### config.mk
export PLATFORM = sky130hd
export DESIGN_NAME = motor_command_pwm_driver_flat
export DESIGN_NICKNAME = d
export VERILOG_FILES = /design/src/hdl/mcpd_pkg.sv /design/src/hdl/mcpd_if.sv /design/src/hdl/mcpd_pwm_chan.sv /design/src/hdl/motor_command_pwm_driver.sv /design/src/flat_wrapper.sv
export SDC_FILE = /design/constraint.sdc
export NUM_CORES = 1
export LEC_CHECK = 0
export ABC_AREA = 1
export BUFFER_PORTS_ARGS = -buffer_cell sky130_fd_sc_hd__buf_4
export CORE_ASPECT_RATIO = 0.8
export CORE_UTILIZATION = 25
export DETAILED_ROUTE_END_ITERATION = 8
export MAX_ROUTING_LAYER = met4
export PLACE_DENSITY = 0.42
export SYNTH_ARGS = -nofsm -noshare
export SYNTH_HDL_FRONTEND = slang
export SYNTH_SLANG_ARGS = --single-unit
### constraint.sdc
create_clock -name clk -period 2.6 [get_ports clk]
set_input_delay 0.78 -clock clk [delete_from_list [all_inputs] [get_ports clk]]
set_output_delay 0.78 -clock clk [all_outputs]
set_load 0.01 [all_outputs]
### src/hdl/mcpd_pkg.sv
// shared types and constants for the motor command pwm driver
package mcpd_pkg;

  localparam int DUTY_W  = 8;
  localparam int SPEED_W = 9;
  localparam int SUM_W   = SPEED_W + 1;

  localparam int PWM_PERIOD_DEF = 100;

  // item kinds
  localparam logic OP_CMD  = 1'b0;
  localparam logic OP_TICK = 1'b1;

  // ascii command codes
  localparam logic [7:0] CMD_FWD      = 8'h32;  // '2'
  localparam logic [7:0] CMD_VEER_B   = 8'h33;  // '3'
  localparam logic [7:0] CMD_VEER_A   = 8'h34;  // '4'
  localparam logic [7:0] CMD_STOP     = 8'h35;  // '5'
  localparam logic [7:0] CMD_REV      = 8'h36;  // '6'
  localparam logic [7:0] CMD_SPIN_R   = 8'h37;  // '7'
  localparam logic [7:0] CMD_SPIN_L   = 8'h38;  // '8'
  localparam logic [7:0] CMD_FASTER   = 8'h39;  // '9'
  localparam logic [7:0] CMD_SLOWER   = 8'h64;  // 'd'
  localparam logic [7:0] CMD_OFF_CLR  = 8'h66;  // 'f'

  localparam logic [DUTY_W-1:0] BASE_FWD  = 8'd70;
  localparam logic [DUTY_W-1:0] BASE_REV  = 8'd50;
  localparam logic [DUTY_W-1:0] DUTY_SPIN = 8'd100;
  localparam logic [DUTY_W-1:0] DUTY_VEER = 8'd30;
  localparam logic [DUTY_W-1:0] DUTY_SLOW = 8'd10;

  localparam logic signed [SUM_W-1:0] OFFSET_STEP = 10'sd10;
  localparam logic signed [SUM_W-1:0] OFFSET_MAX  = 10'sd180;
  localparam logic signed [SUM_W-1:0] OFFSET_MIN  = -10'sd50;

  // direction bit order
  typedef struct packed {
    logic b_rev;
    logic b_fwd;
    logic a_rev;
    logic a_fwd;
  } dir_t;

  localparam dir_t DIR_STOP  = '{b_rev: 1'b0, b_fwd: 1'b0, a_rev: 1'b0, a_fwd: 1'b0};
  localparam dir_t DIR_FWD   = '{b_rev: 1'b0, b_fwd: 1'b1, a_rev: 1'b0, a_fwd: 1'b1};
  localparam dir_t DIR_REV   = '{b_rev: 1'b1, b_fwd: 1'b0, a_rev: 1'b1, a_fwd: 1'b0};
  localparam dir_t DIR_SPINR = '{b_rev: 1'b1, b_fwd: 1'b0, a_rev: 1'b0, a_fwd: 1'b1};
  localparam dir_t DIR_SPINL = '{b_rev: 1'b0, b_fwd: 1'b1, a_rev: 1'b1, a_fwd: 1'b0};

  // control and status between top level and a pwm channel
  typedef struct packed {
    logic              advance;
    logic [DUTY_W-1:0] duty;
  } pwm_ctrl_t;

  typedef struct packed {
    logic level;
    logic level_next;
  } pwm_stat_t;

endpackage

### src/hdl/mcpd_if.sv
// valid/ready channels for command items and pin level items
interface mcpd_cmd_if;
  logic       valid;
  logic       ready;
  logic       operation;
  logic [7:0] command_byte;

  modport source (output valid, output operation, output command_byte, input ready);
  modport sink   (input valid, input operation, input command_byte, output ready);
endinterface

interface mcpd_pin_if;
  logic valid;
  logic ready;
  logic chan_a_forward;
  logic chan_a_reverse;
  logic chan_b_forward;
  logic chan_b_reverse;
  logic enable_a;
  logic enable_b;

  modport source (output valid, output chan_a_forward, output chan_a_reverse,
                  output chan_b_forward, output chan_b_reverse,
                  output enable_a, output enable_b, input ready);
  modport sink   (input valid, input chan_a_forward, input chan_a_reverse,
                  input chan_b_forward, input chan_b_reverse,
                  input enable_a, input enable_b, output ready);
endinterface

### src/hdl/mcpd_pwm_chan.sv
// one software-style pwm channel: phase counter and enable level
module mcpd_pwm_chan #(
  parameter int PWM_PERIOD = mcpd_pkg::PWM_PERIOD_DEF
) (
  input  logic                clk,
  input  logic                rst,
  input  mcpd_pkg::pwm_ctrl_t ctrl,
  output mcpd_pkg::pwm_stat_t stat
);

  localparam logic [mcpd_pkg::DUTY_W-1:0] PERIOD_W = mcpd_pkg::DUTY_W'(PWM_PERIOD);

  logic [mcpd_pkg::DUTY_W-1:0] phase;
  logic [mcpd_pkg::DUTY_W-1:0] phase_next;
  logic [mcpd_pkg::DUTY_W-1:0] phase_inc;
  logic                        level;
  logic                        level_next;

  always_comb begin
    phase_inc  = phase + 1'b1;
    phase_next = phase;
    level_next = level;
    if (ctrl.advance) begin
      phase_next = phase_inc;
      level_next = 1'b0;
      if (phase_inc < ctrl.duty) begin
        level_next = 1'b1;
      end else if (phase_inc >= PERIOD_W) begin
        phase_next = '0;
      end
    end
  end

  always_ff @(posedge clk) begin
    if (rst) begin
      phase <= '0;
      level <= 1'b0;
    end else begin
      phase <= phase_next;
      level <= level_next;
    end
  end

  assign stat.level      = level;
  assign stat.level_next = level_next;

endmodule

### src/hdl/motor_command_pwm_driver.sv
// top level: command decode, speed offset, duties and pin level output register
// Two-channel motor drive controller.
// cmd channel: each item is either a command byte (operation 0) or one pwm
// timer tick (operation 1). A command byte stops both motors, then selects a
// drive mode or changes the speed offset. A tick advances both phase counters
// and updates the two pwm enable levels.
// pins channel: exactly one item per accepted cmd item, in order, carrying
// the direction levels and enable levels as they stand after that item.
// The pin item is registered and appears in the cycle after its cmd item is accepted.
// Throughput: one item per cycle when pins does not stall; the update is a
// single pass of decode and compare logic into the state and output register.
// Reset clears the offset, duties, direction bits, counters and enable
// levels, and empties the output register.
// When the pins receiver stalls, the output register holds its item and cmd
// ready drops until that item is taken; with an empty or draining output
// register a new cmd item is taken every cycle.
module motor_command_pwm_driver #(
  parameter int PWM_PERIOD = mcpd_pkg::PWM_PERIOD_DEF
) (
  input logic        clk,
  input logic        rst,
  mcpd_cmd_if.sink   cmd,
  mcpd_pin_if.source pins
);

  logic signed [mcpd_pkg::SPEED_W-1:0] speed_offset;
  logic signed [mcpd_pkg::SPEED_W-1:0] speed_offset_next;
  logic [mcpd_pkg::DUTY_W-1:0]         duty_a;
  logic [mcpd_pkg::DUTY_W-1:0]         duty_a_next;
  logic [mcpd_pkg::DUTY_W-1:0]         duty_b;
  logic [mcpd_pkg::DUTY_W-1:0]         duty_b_next;
  mcpd_pkg::dir_t                      dir;
  mcpd_pkg::dir_t                      dir_next;

  logic signed [mcpd_pkg::SUM_W-1:0]   off_ext;
  logic signed [mcpd_pkg::SUM_W-1:0]   off_up;
  logic signed [mcpd_pkg::SUM_W-1:0]   off_down;
  logic [mcpd_pkg::DUTY_W-1:0]         duty_fwd;
  logic [mcpd_pkg::DUTY_W-1:0]         duty_rev;

  logic                                fire;
  logic                                is_cmd;
  logic                                out_valid;

  mcpd_pkg::pwm_ctrl_t                 ctrl_a;
  mcpd_pkg::pwm_ctrl_t                 ctrl_b;
  mcpd_pkg::pwm_stat_t                 stat_a;
  mcpd_pkg::pwm_stat_t                 stat_b;

  function automatic logic [mcpd_pkg::DUTY_W-1:0] with_offset(
    input logic [mcpd_pkg::DUTY_W-1:0]       base,
    input logic signed [mcpd_pkg::SUM_W-1:0] off
  );
    logic signed [mcpd_pkg::SUM_W-1:0] sum;
    sum = $signed({2'b00, base}) + off;
    if (sum < 0) begin
      return '0;
    end else if (sum > $signed(mcpd_pkg::SUM_W'(255))) begin
      return '1;
    end
    return sum[mcpd_pkg::DUTY_W-1:0];
  endfunction

  assign cmd.ready = !out_valid || pins.ready;
  assign fire      = cmd.valid && cmd.ready;
  assign is_cmd    = (cmd.operation == mcpd_pkg::OP_CMD);

  assign off_ext  = {speed_offset[mcpd_pkg::SPEED_W-1], speed_offset};
  assign off_up   = off_ext + mcpd_pkg::OFFSET_STEP;
  assign off_down = off_ext - mcpd_pkg::OFFSET_STEP;
  assign duty_fwd = with_offset(mcpd_pkg::BASE_FWD, off_ext);
  assign duty_rev = with_offset(mcpd_pkg::BASE_REV, off_ext);

  always_comb begin
    speed_offset_next = speed_offset;
    duty_a_next       = duty_a;
    duty_b_next       = duty_b;
    dir_next          = dir;
    if (fire && is_cmd) begin
      // every command stops first
      dir_next    = mcpd_pkg::DIR_STOP;
      duty_a_next = '0;
      duty_b_next = '0;
      case (cmd.command_byte)
        mcpd_pkg::CMD_FWD: begin
          dir_next    = mcpd_pkg::DIR_FWD;
          duty_a_next = duty_fwd;
          duty_b_next = duty_fwd;
        end
        mcpd_pkg::CMD_VEER_B: begin
          dir_next    = mcpd_pkg::DIR_FWD;
          duty_a_next = duty_fwd;
          duty_b_next = mcpd_pkg::DUTY_VEER;
        end
        mcpd_pkg::CMD_VEER_A: begin
          dir_next    = mcpd_pkg::DIR_FWD;
          duty_a_next = mcpd_pkg::DUTY_SLOW;
          duty_b_next = duty_fwd;
        end
        mcpd_pkg::CMD_STOP: begin
          dir_next = mcpd_pkg::DIR_STOP;
        end
        mcpd_pkg::CMD_REV: begin
          dir_next    = mcpd_pkg::DIR_REV;
          duty_a_next = duty_rev;
          duty_b_next = duty_rev;
        end
        mcpd_pkg::CMD_SPIN_R: begin
          dir_next    = mcpd_pkg::DIR_SPINR;
          duty_a_next = mcpd_pkg::DUTY_SPIN;
          duty_b_next = mcpd_pkg::DUTY_SPIN;
        end
        mcpd_pkg::CMD_SPIN_L: begin
          dir_next    = mcpd_pkg::DIR_SPINL;
          duty_a_next = mcpd_pkg::DUTY_SPIN;
          duty_b_next = mcpd_pkg::DUTY_SPIN;
        end
        mcpd_pkg::CMD_FASTER: begin
          if (off_up > mcpd_pkg::OFFSET_MAX) begin
            speed_offset_next = mcpd_pkg::OFFSET_MAX[mcpd_pkg::SPEED_W-1:0];
          end else begin
            speed_offset_next = off_up[mcpd_pkg::SPEED_W-1:0];
          end
        end
        mcpd_pkg::CMD_SLOWER: begin
          if (off_down < mcpd_pkg::OFFSET_MIN) begin
            speed_offset_next = mcpd_pkg::OFFSET_MIN[mcpd_pkg::SPEED_W-1:0];
          end else begin
            speed_offset_next = off_down[mcpd_pkg::SPEED_W-1:0];
          end
        end
        mcpd_pkg::CMD_OFF_CLR: begin
          speed_offset_next = '0;
        end
        default: begin
        end
      endcase
    end
  end

  always_ff @(posedge clk) begin
    if (rst) begin
      speed_offset <= '0;
      duty_a       <= '0;
      duty_b       <= '0;
      dir          <= mcpd_pkg::DIR_STOP;
    end else begin
      speed_offset <= speed_offset_next;
      duty_a       <= duty_a_next;
      duty_b       <= duty_b_next;
      dir          <= dir_next;
    end
  end

  // ticks see the duties as they stand before this item
  assign ctrl_a.advance = fire && !is_cmd;
  assign ctrl_a.duty    = duty_a;
  assign ctrl_b.advance = fire && !is_cmd;
  assign ctrl_b.duty    = duty_b;

  mcpd_pwm_chan #(.PWM_PERIOD(PWM_PERIOD)) u_chan_a (
    .clk  (clk),
    .rst  (rst),
    .ctrl (ctrl_a),
    .stat (stat_a)
  );

  mcpd_pwm_chan #(.PWM_PERIOD(PWM_PERIOD)) u_chan_b (
    .clk  (clk),
    .rst  (rst),
    .ctrl (ctrl_b),
    .stat (stat_b)
  );

  // output register
  always_ff @(posedge clk) begin
    if (rst) begin
      out_valid <= 1'b0;
    end else if (fire) begin
      out_valid <= 1'b1;
    end else if (pins.ready) begin
      out_valid <= 1'b0;
    end
  end

  always_ff @(posedge clk) begin
    if (fire) begin
      pins.chan_a_forward <= dir_next.a_fwd;
      pins.chan_a_reverse <= dir_next.a_rev;
      pins.chan_b_forward <= dir_next.b_fwd;
      pins.chan_b_reverse <= dir_next.b_rev;
      pins.enable_a       <= stat_a.level_next;
      pins.enable_b       <= stat_b.level_next;
    end
  end

  assign pins.valid = out_valid;

`ifndef SYNTHESIS
  a_offset_range: assert property (@(posedge clk) disable iff (rst)
    ($signed({speed_offset[mcpd_pkg::SPEED_W-1], speed_offset}) <= mcpd_pkg::OFFSET_MAX) &&
    ($signed({speed_offset[mcpd_pkg::SPEED_W-1], speed_offset}) >= mcpd_pkg::OFFSET_MIN))
    else $error("speed offset out of range");

  a_no_shoot_through: assert property (@(posedge clk) disable iff (rst)
    !(dir.a_fwd && dir.a_rev) && !(dir.b_fwd && dir.b_rev))
    else $error("channel driven both ways");

  a_cmd_keeps_levels: assert property (@(posedge clk) disable iff (rst)
    (fire && is_cmd) |=> (stat_a.level == $past(stat_a.level)) &&
                         (stat_b.level == $past(stat_b.level)))
    else $error("command item changed enable levels");

  a_tick_keeps_dir: assert property (@(posedge clk) disable iff (rst)
    (fire && !is_cmd) |=> (dir == $past(dir)) && (duty_a == $past(duty_a)) &&
                          (duty_b == $past(duty_b)))
    else $error("tick item changed drive mode");
`endif

endmodule
### src/flat_wrapper.sv
// flat-port wrapper written by rule: the top's interface ports become plain ports
module motor_command_pwm_driver_flat 
#(
  parameter int PWM_PERIOD = mcpd_pkg::PWM_PERIOD_DEF
)
  (clk, rst, cmd_valid, cmd_operation, cmd_command_byte, cmd_ready, pins_valid, pins_chan_a_forward, pins_chan_a_reverse, pins_chan_b_forward, pins_chan_b_reverse, pins_enable_a, pins_enable_b, pins_ready);
  mcpd_cmd_if cmd_i ();
  mcpd_pin_if pins_i ();
  input logic clk;
  input logic rst;
  input wire logic [$bits(cmd_i.valid)-1:0] cmd_valid;
  input wire logic [$bits(cmd_i.operation)-1:0] cmd_operation;
  input wire logic [$bits(cmd_i.command_byte)-1:0] cmd_command_byte;
  output wire logic [$bits(cmd_i.ready)-1:0] cmd_ready;
  output wire logic [$bits(pins_i.valid)-1:0] pins_valid;
  output wire logic [$bits(pins_i.chan_a_forward)-1:0] pins_chan_a_forward;
  output wire logic [$bits(pins_i.chan_a_reverse)-1:0] pins_chan_a_reverse;
  output wire logic [$bits(pins_i.chan_b_forward)-1:0] pins_chan_b_forward;
  output wire logic [$bits(pins_i.chan_b_reverse)-1:0] pins_chan_b_reverse;
  output wire logic [$bits(pins_i.enable_a)-1:0] pins_enable_a;
  output wire logic [$bits(pins_i.enable_b)-1:0] pins_enable_b;
  input wire logic [$bits(pins_i.ready)-1:0] pins_ready;
  assign cmd_i.valid = cmd_valid;
  assign cmd_i.operation = cmd_operation;
  assign cmd_i.command_byte = cmd_command_byte;
  assign cmd_ready = cmd_i.ready;
  assign pins_valid = pins_i.valid;
  assign pins_chan_a_forward = pins_i.chan_a_forward;
  assign pins_chan_a_reverse = pins_i.chan_a_reverse;
  assign pins_chan_b_forward = pins_i.chan_b_forward;
  assign pins_chan_b_reverse = pins_i.chan_b_reverse;
  assign pins_enable_a = pins_i.enable_a;
  assign pins_enable_b = pins_i.enable_b;
  assign pins_i.ready = pins_ready;
  motor_command_pwm_driver #(.PWM_PERIOD(PWM_PERIOD)) u_core (.clk(clk), .rst(rst), .cmd(cmd_i), .pins(pins_i));
endmodule
==> flow_summary.ini <==
[critical_path]
path_common_cell = nand2_1
start_kind = register
r2r-end = u_core.u_chan_b.phase[5]$_SDFFE_PP0P_
path_class = register to register
worst_path_max_delay_cell = dfxtp_1
path_cells = nand3_1, inv_1, nand4_1, nor2_1, xnor2_1, inv_1, ha_1, a21oi_1, o21a_1, nand2_1, nand2_1, nand2_1, a21oi_1
crit_path_end_kind = register
critPathTopFamily = simple AND/OR/NAND/NOR gates
arrival_ns = 2.51
regToRegStartpoint = u_core.u_chan_b.phase[0]$_SDFFE_PP0P_
crit_path_max_incr_delay_ns = 0.41
r2r_slack_ns = 0.32
cp_max_fo = 7
ff2ff_path_depth = 13
cp_data_required_time_ns = 2.83
crit_buf_inv = 2

[timing]
finalMaxSlewViolations = 0
post-route-period-util_pct = 87.6
skew_ns = 0.00509
max_freq_mhz = 439
hold_viol = 0
setup_violations = 0
worst_slew_pin_slew_ns = 0.475
layout_min_cycle_time_ns = 2.28
holdWs_ns = 0.466
maxSlewHeadroom_pct = 68.3
tns_ns = 0

[synthesis]
synth.distinct_cells = 40
synth_edf_count = 6
ys_seq_area_share_pct = 29.5
syn_avg_cell_area_um2 = 6.34
synth_warnings = 0
ys_seq_elements = 53
synth_area_um2 = 3800
syn_nets = 633
netlist_instances = 599
async_flop_share_pct = 0
yosys_most_used_dff = dfxtp_1

[floorplan]
dieArea_um2 = 15700
start_util_pct = 26.1
rows = 39
die_w_um = 140
die_h_um = 112
io_pins = 21
fp.coreArea_um2 = 14500

[clock_network]
cts-root-buf = clkbuf_16
cts_sinks = 53
post_cts_buffers = 0
cts_tree = done
clk_pin_slew_ns = 0.07
numCtsBuffers = 5
cts_max_path_buffers = 2
cts.htree.levels = 2
clk_latency_ns = 0.30

[job]
maxCapViolations = 0

[final_layout]
finish.instance_area_um2 = 4310
antenna_cells = 0
syn_to_final_growth_pct = 13.4
fill_cells = 1606
final_nets = 649
layout-drive-gt1-share_pct = 9.90

[routing]
vias = 3735
wirelength_um = 10200
drt_iter0_drc = 224
drc_errors = 0
drtPass1Iterations = 5
ant_nets = 0
wire_per_inst_um = 12.7
vias_per_cell = 4.67

[hold_path]
holdCritPathClass = register to register
holdPathStages = 2
whs_endpoint = u_core.duty_a[2]$_SDFFE_PP0P_
hold_path_startpoint = u_core.duty_a[2]$_SDFFE_PP0P_

[global_routing]
grt_usage_pct = 14.3
overflow = 0
grt-busiest-layer = met1
grt_pass1_vias = 3557
grt_use_met3_pct = 2.22
met1_usage_pct = 20.5
antenna_found_initial = 0
gr-usage-met2_pct = 20.4
grt_max_degree = 39
grt_pass1_wl_um = 17400

[power_and_ir_drop]
peakVddDrop_mv = 0.155
p_switching_w = 0.000423
power.internal_w = 0.00125
p_leak_nw = 2.07
power_frac_comb_pct = 8.3
switching_share_pct = 25.3
clkPwrFrac_pct = 41.0
p_seq_share_pct = 50.7
power_density_nw_per_um2 = 388

[placement]
dpl_cell_area_um2 = 4150
port_buffers = 20
gp_congestion = 0.847
hpwlAfterDp_um = 7930

[outcome]
status = finished, final reports clean
-- power groups by stage --
stage                     Sequential [W]  Clock (W)  Combinational (W)
final                           0.000847   0.000684           0.000139
after global routing            0.000849   0.000744           0.000160
after CTS                       0.000847   0.000716           0.000141
after detailed placement        0.000866          0           0.000141
after global placement          0.000866          0           0.000141
after floorplan                 0.000868          0          0.0000818
-- worst register-to-register path: stages (launching register included) --
cell,delay (ns)
dfxtp_1,0.41
nand3_1,0.13
inv_1,0.09
nand4_1,0.10
nor2_1,0.13
xnor2_1,0.16
inv_1,0.09
ha_1,0.30
a21oi_1,0.17
o21a_1,0.14
nand2_1,0.07
nand2_1,0.21
nand2_1,0.10
a21oi_1,0.12
-- state kept, by name, summed over array words and instances, names as in the netlist --
| register | cells |
|---|---|
| u_core.u_chan_a.level | 1 |
| u_core.pins.chan_a_reverse | 1 |
| u_core.pins.chan_a_forward | 1 |
| u_core.u_chan_b.level | 1 |
| u_core.pins.valid | 1 |
| u_core.dir | 4 |
| u_core.pins.enable_a | 1 |
| u_core.duty_b | 8 |
| u_core.pins.enable_b | 1 |
| u_core.pins.chan_b_reverse | 1 |
| u_core.pins.chan_b_forward | 1 |
| u_core.duty_a | 8 |
| u_core.u_chan_b.phase | 8 |
| u_core.u_chan_a.phase | 8 |
| u_core.speed_offset | 8 |
-- cells in the final DEF, fill, tap and decap left out, drive strengths merged --
master    netlist  final
a211oi          1      1
o21ai          16     16
clkinvlp        0      2
clkbuf         12      6
and2            1      1
a31o            2      2
xnor2           2      2
a21oi          57     57
dfxtp          47     47
nand2b          1      1
nand3b          3      3
and3            1      1
inv            85     85
o21bai          1      1
nor3            5      5
nor2           49     49
nand3          59     59
buf             8     29
clkinv          1      1
nand2         189    189
edfxtp          6      6
a2bb2oi         1      1
o21a            1      1
xor2           16     16
nand4          10     10
a31oi           3      3
ha             21     21
o211ai          1      1
-- cells in the mapped netlist (all sizes together) (5+ instances only) --
library cell / number / share of area (%)
inv: 85 / 8.4
xor2: 16 / 3.7
o21ai: 16 / 2.5
nand4: 10 / 1.6
dfxtp: 47 / 25
clkbuf: 12 / 1.2
nand2: 189 / 19
ha: 21 / 6.9
buf: 8 / 1.3
nand3: 59 / 7.8
nor3: 5 / 0.79
a21oi: 57 / 7.7
nor2: 49 / 5.5
edfxtp: 6 / 4.7
-- routing by layer --
layer | vias up | part of all wire (%)
met5 | - | 0
met4 | 0 | 1.4
met3 | 10 | 4.4
met2 | 86 | 40
met1 | 1700 | 55
li1 | 1939 | -
-- how the worst max path moves through the flow --
| stage | start | to | slack, ns | cells after the start |
|---|---|---|---|---|
| 3_3_place_gp | cmd_command_byte[7] | u_core.duty_b[0]$_SDFFE_PP0P_ | 0.27 | 11 |
| 3_5_place_dp | u_core.u_chan_a.phase[0]$_SDFFE_PP0P_ | u_core.u_chan_a.phase[5]$_SDFFE_PP0P_ | 0.21 | 14 |
| 2_1_floorplan | u_core.u_chan_a.phase[0]$_SDFFE_PP0P_ | u_core.u_chan_a.phase[0]$_SDFFE_PP0P_ | 0.56 | 12 |
| 6_report | u_core.u_chan_b.phase[0]$_SDFFE_PP0P_ | u_core.u_chan_b.phase[5]$_SDFFE_PP0P_ | 0.32 | 13 |
| 5_1_grt | u_core.u_chan_a.phase[1]$_SDFFE_PP0P_ | u_core.pins.enable_a$_DFFE_PP_ | -0.003 | 14 |
| 4_1_cts | u_core.u_chan_a.phase[0]$_SDFFE_PP0P_ | u_core.u_chan_a.phase[5]$_SDFFE_PP0P_ | 0.20 | 14 |
-- what timing repair did --
item | 4_1_cts | 5_1_grt
endpoints found under the setup margin | 0 | 10
hold buffers | 0 | 0
gates resized for setup | 0 | 4
-- layout make-up --
type / instances / area, um^2 / area share [%]
clock inverter: 2 / 15.0 / 0.349
tap: 184 / 230 / 5.35
multi-input combinational: 440 / 2270 / 52.6
timing repair buffer: 29 / 218 / 5.06
clock buffer: 6 / 129 / 2.99
sequential: 53 / 1120 / 26.1
inverter: 86 / 324 / 7.53
-- kinds of logic after synthesis --
group                    after synthesis  share of synthesized area, %
AND/OR/NAND/NOR                      318                          36.2
adder cells (fa/ha/maj)               21                          6.92
AO/OA/AOI/OAI                         83                          12.2
flip-flops                            53                          29.5
buffers and inverters                106                          11.0
XOR/XNOR                              18                          4.15
-- stage by stage --
stage | cells | util [%] | setup slack, ns | total power (W)
6_report | 800 | 29.6 | 0.323 | 0.00167
5_1_grt | 800 | 29.6 | -0.00296 | 0.00175
4_1_cts | 800 | 29.5 | 0.204 | 0.00170
3_5_place_dp | 792 | 28.5 | 0.210 | 0.00101
3_3_place_gp | 792 | 28.5 | 0.267 | 0.00101
2_1_floorplan | 599 | - | 0.556 | 0.000950
(Power assumes the default switching activity.)
